--- src/sv/ddd_pkg.sv ---
package ddd_pkg;

  localparam int YEAR_W   = 14;
  localparam int DAY_W    = 5;
  localparam int MONTH_W  = 4;
  localparam int SERIAL_W = 22;

  // Largest year taken as given; larger years clamp to it.
  localparam int YEAR_MAX = 9999;

  localparam int MONTH_FEB = 2;
  localparam int MONTH_DEC = 12;

  // Divide by 100 through a reciprocal: floor(x * 5243 / 2^19) is exact for x < 2^14.
  localparam int DIV100_MUL   = 5243;
  localparam int DIV100_SHIFT = 19;
  localparam int QUOT_W       = 7;

  localparam int DAYS_YEAR = 365;
  localparam int CENTURY   = 100;

  function automatic logic [QUOT_W-1:0] div100(input logic [YEAR_W-1:0] x);
    logic [27:0] prod;
    prod = 28'(x) * 28'(DIV100_MUL);
    return prod[DIV100_SHIFT +: QUOT_W];
  endfunction

  // Days in all months before the given one, common year.
  function automatic logic [8:0] days_before_month(input logic [MONTH_W-1:0] m);
    logic [8:0] d;
    case (m)
      4'd1:    d = 9'd0;
      4'd2:    d = 9'd31;
      4'd3:    d = 9'd59;
      4'd4:    d = 9'd90;
      4'd5:    d = 9'd120;
      4'd6:    d = 9'd151;
      4'd7:    d = 9'd181;
      4'd8:    d = 9'd212;
      4'd9:    d = 9'd243;
      4'd10:   d = 9'd273;
      4'd11:   d = 9'd304;
      4'd12:   d = 9'd334;
      default: d = 9'd0;
    endcase
    return d;
  endfunction

endpackage

--- src/sv/ddd_lane.sv ---
module ddd_lane (
  input  logic                            clk,
  input  logic [ddd_pkg::DAY_W-1:0]       day,
  input  logic [ddd_pkg::MONTH_W-1:0]     month,
  input  logic [ddd_pkg::YEAR_W-1:0]      year,
  output logic [ddd_pkg::SERIAL_W-1:0]    serial
);
  import ddd_pkg::*;

  logic [MONTH_W-1:0]  m_c;
  logic [YEAR_W-1:0]   y_c;
  logic [YEAR_W-1:0]   prev;
  logic [22:0]         p365_full;

  // Stage 1 registers
  logic [SERIAL_W-1:0] p365;
  logic [YEAR_W-3:0]   q4;
  logic [QUOT_W-1:0]   q100;
  logic [QUOT_W-1:0]   q400;
  logic [QUOT_W-1:0]   yq100;
  logic [YEAR_W-1:0]   y1;
  logic [MONTH_W-1:0]  m1;
  logic [DAY_W-1:0]    d1;

  logic [YEAR_W-1:0]   c100;
  logic                leap;
  logic [SERIAL_W-1:0] serial_next;

  always_comb begin
    if (month == '0) begin
      m_c = MONTH_W'(1);
    end else if (month > MONTH_W'(MONTH_DEC)) begin
      m_c = MONTH_W'(MONTH_DEC);
    end else begin
      m_c = month;
    end
    if (year == '0) begin
      y_c = YEAR_W'(1);
    end else if (year > YEAR_W'(YEAR_MAX)) begin
      y_c = YEAR_W'(YEAR_MAX);
    end else begin
      y_c = year;
    end
    prev      = y_c - YEAR_W'(1);
    p365_full = 23'(prev) * 23'(DAYS_YEAR);
  end

  always_ff @(posedge clk) begin
    p365  <= p365_full[SERIAL_W-1:0];
    q4    <= prev[YEAR_W-1:2];
    q100  <= div100(prev);
    q400  <= div100({2'b00, prev[YEAR_W-1:2]});
    yq100 <= div100(y_c);
    y1    <= y_c;
    m1    <= m_c;
    d1    <= day;
  end

  // Leap: divisible by 4, and not a century unless the century count is a multiple of 4.
  always_comb begin
    c100 = YEAR_W'(yq100) * YEAR_W'(CENTURY);
    leap = (y1[1:0] == 2'b00) && ((y1 != c100) || (yq100[1:0] == 2'b00));
    serial_next = p365 + SERIAL_W'(q4) - SERIAL_W'(q100) + SERIAL_W'(q400)
                + SERIAL_W'(days_before_month(m1))
                + SERIAL_W'(leap && (m1 > MONTH_W'(MONTH_FEB)))
                + SERIAL_W'(d1);
  end

  always_ff @(posedge clk) begin
    serial <= serial_next;
  end

endmodule

--- src/sv/ddd_merge.sv ---
module ddd_merge (
  input  logic                         clk,
  input  logic                         rst,
  input  logic                         valid,
  input  logic [ddd_pkg::SERIAL_W-1:0] serial_a,
  input  logic [ddd_pkg::SERIAL_W-1:0] serial_b,
  output logic                         done,
  output logic [ddd_pkg::SERIAL_W-1:0] day_distance
);
  import ddd_pkg::*;

  logic [SERIAL_W-1:0] distance_next;

  always_comb begin
    if (serial_a >= serial_b) begin
      distance_next = serial_a - serial_b;
    end else begin
      distance_next = serial_b - serial_a;
    end
  end

  always_ff @(posedge clk) begin
    if (rst) begin
      done <= 1'b0;
    end else begin
      done <= valid;
    end
  end

  always_ff @(posedge clk) begin
    day_distance <= distance_next;
  end

endmodule

--- src/sv/date_day_distance.sv ---
// Channel   Handshake        Beat payload
// --------  ---------------  -------------------------------------------------
// command   start / busy     first_day, first_month, first_year,
//                            second_day, second_month, second_year
// result    done (strobe)    day_distance
//
// One beat is taken every cycle; busy is held low, nothing inside ever stalls.
// An accepted beat passes lane stage 1, lane stage 2 and the merge register; its result
// shows with done once the merge register holds it. Two lanes turn the dates into
// serial day numbers (stage 1: clamp and constant-divisor reciprocals,
// stage 2: leap test and sum); the merge stage registers the absolute difference.
// Synchronous reset clears only the valid pipe; results cannot be held off.
module date_day_distance (
  input  logic                         clk,
  input  logic                         rst,
  input  logic                         start,
  output logic                         busy,
  input  logic [ddd_pkg::DAY_W-1:0]    first_day,
  input  logic [ddd_pkg::MONTH_W-1:0]  first_month,
  input  logic [ddd_pkg::YEAR_W-1:0]   first_year,
  input  logic [ddd_pkg::DAY_W-1:0]    second_day,
  input  logic [ddd_pkg::MONTH_W-1:0]  second_month,
  input  logic [ddd_pkg::YEAR_W-1:0]   second_year,
  output logic                         done,
  output logic [ddd_pkg::SERIAL_W-1:0] day_distance
);
  import ddd_pkg::*;

  logic                accept;
  logic                v1;
  logic                v2;
  logic [SERIAL_W-1:0] serial_a;
  logic [SERIAL_W-1:0] serial_b;

  // Fully pipelined: never refuse a beat.
  assign busy   = 1'b0;
  assign accept = start && !busy;

  // Track which pipeline slots carry a live beat.
  always_ff @(posedge clk) begin
    if (rst) begin
      v1 <= 1'b0;
      v2 <= 1'b0;
    end else begin
      v1 <= accept;
      v2 <= v1;
    end
  end

  ddd_lane u_lane_a (
    .clk    (clk),
    .day    (first_day),
    .month  (first_month),
    .year   (first_year),
    .serial (serial_a)
  );

  ddd_lane u_lane_b (
    .clk    (clk),
    .day    (second_day),
    .month  (second_month),
    .year   (second_year),
    .serial (serial_b)
  );

  // Combine both serial numbers into the distance beat.
  ddd_merge u_merge (
    .clk          (clk),
    .rst          (rst),
    .valid        (v2),
    .serial_a     (serial_a),
    .serial_b     (serial_b),
    .done         (done),
    .day_distance (day_distance)
  );

endmodule

--- config.mk ---
export PLATFORM = sky130hd
export DESIGN_NAME = date_day_distance
export DESIGN_NICKNAME = d
export VERILOG_FILES = /design/src/sv/ddd_pkg.sv /design/src/sv/ddd_lane.sv /design/src/sv/ddd_merge.sv /design/src/sv/date_day_distance.sv
export SDC_FILE = /design/constraint.sdc
export NUM_CORES = 2
export LEC_CHECK = 0
export BUFFER_PORTS_ARGS = -buffer_cell sky130_fd_sc_hd__buf_2
export CAP_MARGIN = 20
export CORE_ASPECT_RATIO = 1.1
export CORE_MARGIN = 2
export CORE_UTILIZATION = 65
export DETAILED_ROUTE_END_ITERATION = 8
export HOLD_SLACK_MARGIN = 0.05
export PLACE_DENSITY_LB_ADDON = 0.1
export SETUP_SLACK_MARGIN = 0.4
export SKIP_LAST_GASP = 1
export SYNTH_ARGS = -nofsm -noshare
export SYNTH_HDL_FRONTEND = slang
export SYNTH_HIERARCHICAL = 1
export SYNTH_SLANG_ARGS = --single-unit
export TNS_END_PERCENT = 10
--- constraint.sdc ---
create_clock -name clk -period 16.55 [get_ports clk]
set_input_delay 1.655 -clock clk [delete_from_list [all_inputs] [get_ports clk]]
set_output_delay 1.655 -clock clk [all_outputs]
set_load 0.005 [all_outputs]
==> impl_metrics.py <==
metrics = {
    "drt": {
        "vias": 25400,
        "ant_nets": 0,
        "wirelength_mm": 80.4,
        "drtIter0Drc": 1153,
        "route.detailed.drc": 0,
        "wl_per_cell_um": 17.2,
        "first_pass_iters": 5,
        "avgViaCountPerCell": 5.42,
    },
    "place": {
        "dp_hpwl_mm": 69.8,
        "routabilityCongestion": 0.958,
        "port_buffers": 71,
        "post-place-ws_ns": 6.42,
    },
    "clock_network": {
        "cts_made_buffers": 26,
        "cts-root-buf": "clkbuf_16",
        "clk_pin_slew_ns": 0.06,
        "cts_hold_buf": 0,
        "clock_latency_ns": 0.57,
        "htree_levels": 1,
        "cts_tree": "done",
        "cts_resized": 0,
        "postCtsSetupRepairBufs": 0,
        "numClockSinks": 223,
        "clock_path_buffers": 3,
    },
    "global_route": {
        "use_met1_pct": 36.8,
        "grt_pass1_wl_mm": 133,
        "first_global_vias": 26300,
        "grt_max_degree": 27,
        "grt.busiest_layer": "met2",
        "overflow": 0,
        "grt_util_all_layers_pct": 28.7,
        "antenna_found_initial": 2,
        "met3_usage_pct": 3.14,
        "grt_use_met2_pct": 51.0,
    },
    "critical_path": {
        "cp.arrival_ns": 9.98,
        "cp_max_fo": 10,
        "crit_path_top_delay_cell": "xnor2_1",
        "timing.critical_path.buf_inv": 6,
        "r2r_slack_ns": 9.23,
        "cp-end-kind": "flop",
        "crit_type": "in2reg",
        "crit_family": "adder cells",
        "crit_path_frequent_cell": "inv_1",
        "critical_path.max_stage_delay_ns": 0.71,
        "start_kind": "input port",
        "worstPathRequired_ns": 16.99,
    },
    "sta": {
        "fin_ws_ns": 7.00,
        "slew_viol_final": 0,
        "period_share_pct": 57.7,
        "fin_crit_ns": 9.55,
        "tns_ns": 0,
        "max_freq_ghz": 0.105,
        "setup_viol": 0,
        "clock_skew_ns": 0.0286,
        "hold_viol": 0,
        "max-slew-margin-rel_pct": 23.0,
        "rsz0062_at_grt": "false",
        "worstMarginPinSlew_ns": 1.15,
    },
    "finish": {
        "final_cell_mix": "1052 x inv_1, 821 x ha_1, 472 x fa_1",
        "area_delta_synth_final_pct": 5.74,
        "fillCellCount": 4491,
        "layout_commonest_cell": "inv_1",
        "fin_nets": 5267,
        "drive_above_1_share_pct": 4.99,
    },
    "synthesis": {
        "yosys_warnings": 6,
        "synth_cells": 3851,
        "ys_seq_area_share_pct": 12.3,
        "synth_area_mm2": 0.0364,
        "syn-num-nets": 5193,
        "synth_edf_count": 0,
        "avgSynthCellArea_um2": 9.46,
        "synth_ff_type": "dfxtp_1",
        "synthArstFlopShare_pct": 0,
        "synth_seq_cells": 223,
        "synthDistinctLibCells": 94,
    },
    "die": {
        "dieArea_mm2": 0.0580,
        "core_region_area_mm2": 0.0558,
        "dieWidth_um": 230,
        "start_util_pct": 65.3,
        "rows": 91,
        "io_pins": 73,
        "die_h_um": 252,
    },
    "run_status": {
        "outcome": "completed",
    },
    "job": {
        "drv_cap": 0,
    },
    "hold_path": {
        "min_path_type": "reg2reg",
    },
}
[layer usage]
layer  share of wire [%]  vias to the layer above
met5                   0                        -
met4                 3.5                        0
met3                 4.2                      125
met2                  49                      502
met1                  43                    12200
li1                    -                    12600
[synth_stat cells, types with 39 or more instances]
cell | instances | area [µm²]
dfxtp_1 | 223 | 4460
nor3_1 | 45 | 225
a21oi_1 | 151 | 756
nand3_1 | 48 | 240
fa_1 | 472 | 9450
nor2_1 | 87 | 327
ha_1 | 821 | 10300
xor2_1 | 42 | 368
o21ai_0 | 90 | 450
inv_1 | 1052 | 3950
a21o_1 | 65 | 488
xnor2_1 | 129 | 1130
nand2_1 | 112 | 420
a211oi_1 | 39 | 293
[through the flow]
step / util, % / cell area (µm²) / hold WS, ns / cells
floorplan: - / 36400 / 0.414 / 3851
global placement: 67.5 / 37600 / 0.419 / 4641
detailed placement: 67.5 / 37600 / 0.439 / 4641
CTS: 69.0 / 38500 / 0.452 / 4688
global route: 69.0 / 38500 / 0.453 / 4688
finish: 69.0 / 38500 / 0.444 / 4689
[worst reg2reg max path, stage by stage, from the launching register on]
cell       delay (ns)
dfxtp_1          0.43
ha_1             0.27
ha_1             0.31
fa_1             0.45
ha_1             0.34
a21o_1           0.20
a21o_1           0.20
a2111oi_0        0.40
nor3_1           0.12
xnor2_1          0.15
o211ai_1         0.57
fa_1             0.57
fa_1             0.39
inv_1            0.08
fa_1             0.42
ha_1             0.23
inv_1            0.09
fa_1             0.20
nor2b_1          0.07
o2111ai_1        0.21
a21oi_1          0.15
o21ai_0          0.18
a21oi_1          0.10
or2_2            0.30
o311ai_0         0.72
[logic make-up after synthesis]
logic type | synth area share, %
fa+ha+maj | 54.1
buf+inv | 11.5
compound gates | 10.5
simple gates | 6.71
flops | 12.3
xor+xnor | 4.28
mux | 0.577
other cells | 0.0103
[state kept, by name, summed over array words and instances, names as in the netlist, 12 cells and up]
signal / cells
u_lane_a/p365: 22
u_lane_b/y1: 14
u_merge/day_distance: 22
u_lane_b/serial: 22
u_lane_a/serial: 22
u_lane_a/y1: 14
u_lane_a/q4: 12
u_lane_b/q4: 12
u_lane_b/p365: 22
[final timing paths]
kind / start / endpoint / cells after the start
setup reg to reg: u_lane_b/yq100[2] / u_lane_b/serial[15] / 24
setup / recovery: first_year[12] / u_lane_a/q100[6] / 31
hold / removal: v1 / v2 / 1
hold reg to reg: v1 / v2 / 1
[area by class of cell]
cell class              instances  area, µm²  share of cell area, %
repair buffers                 93        520                   1.35
inverters                    1054       3960                   10.3
diodes                          1       2.50                0.00650
multi-input cells            2527      27800                   72.1
well taps                     744        931                   2.42
flip-flops and latches        223       4460                   11.6
clock buffers                  31        701                   1.82
clock inverters                16        168                  0.435
Power is not shown: default switching activity piles up to over one toggle a cycle in this logic, so the estimate is an artifact.
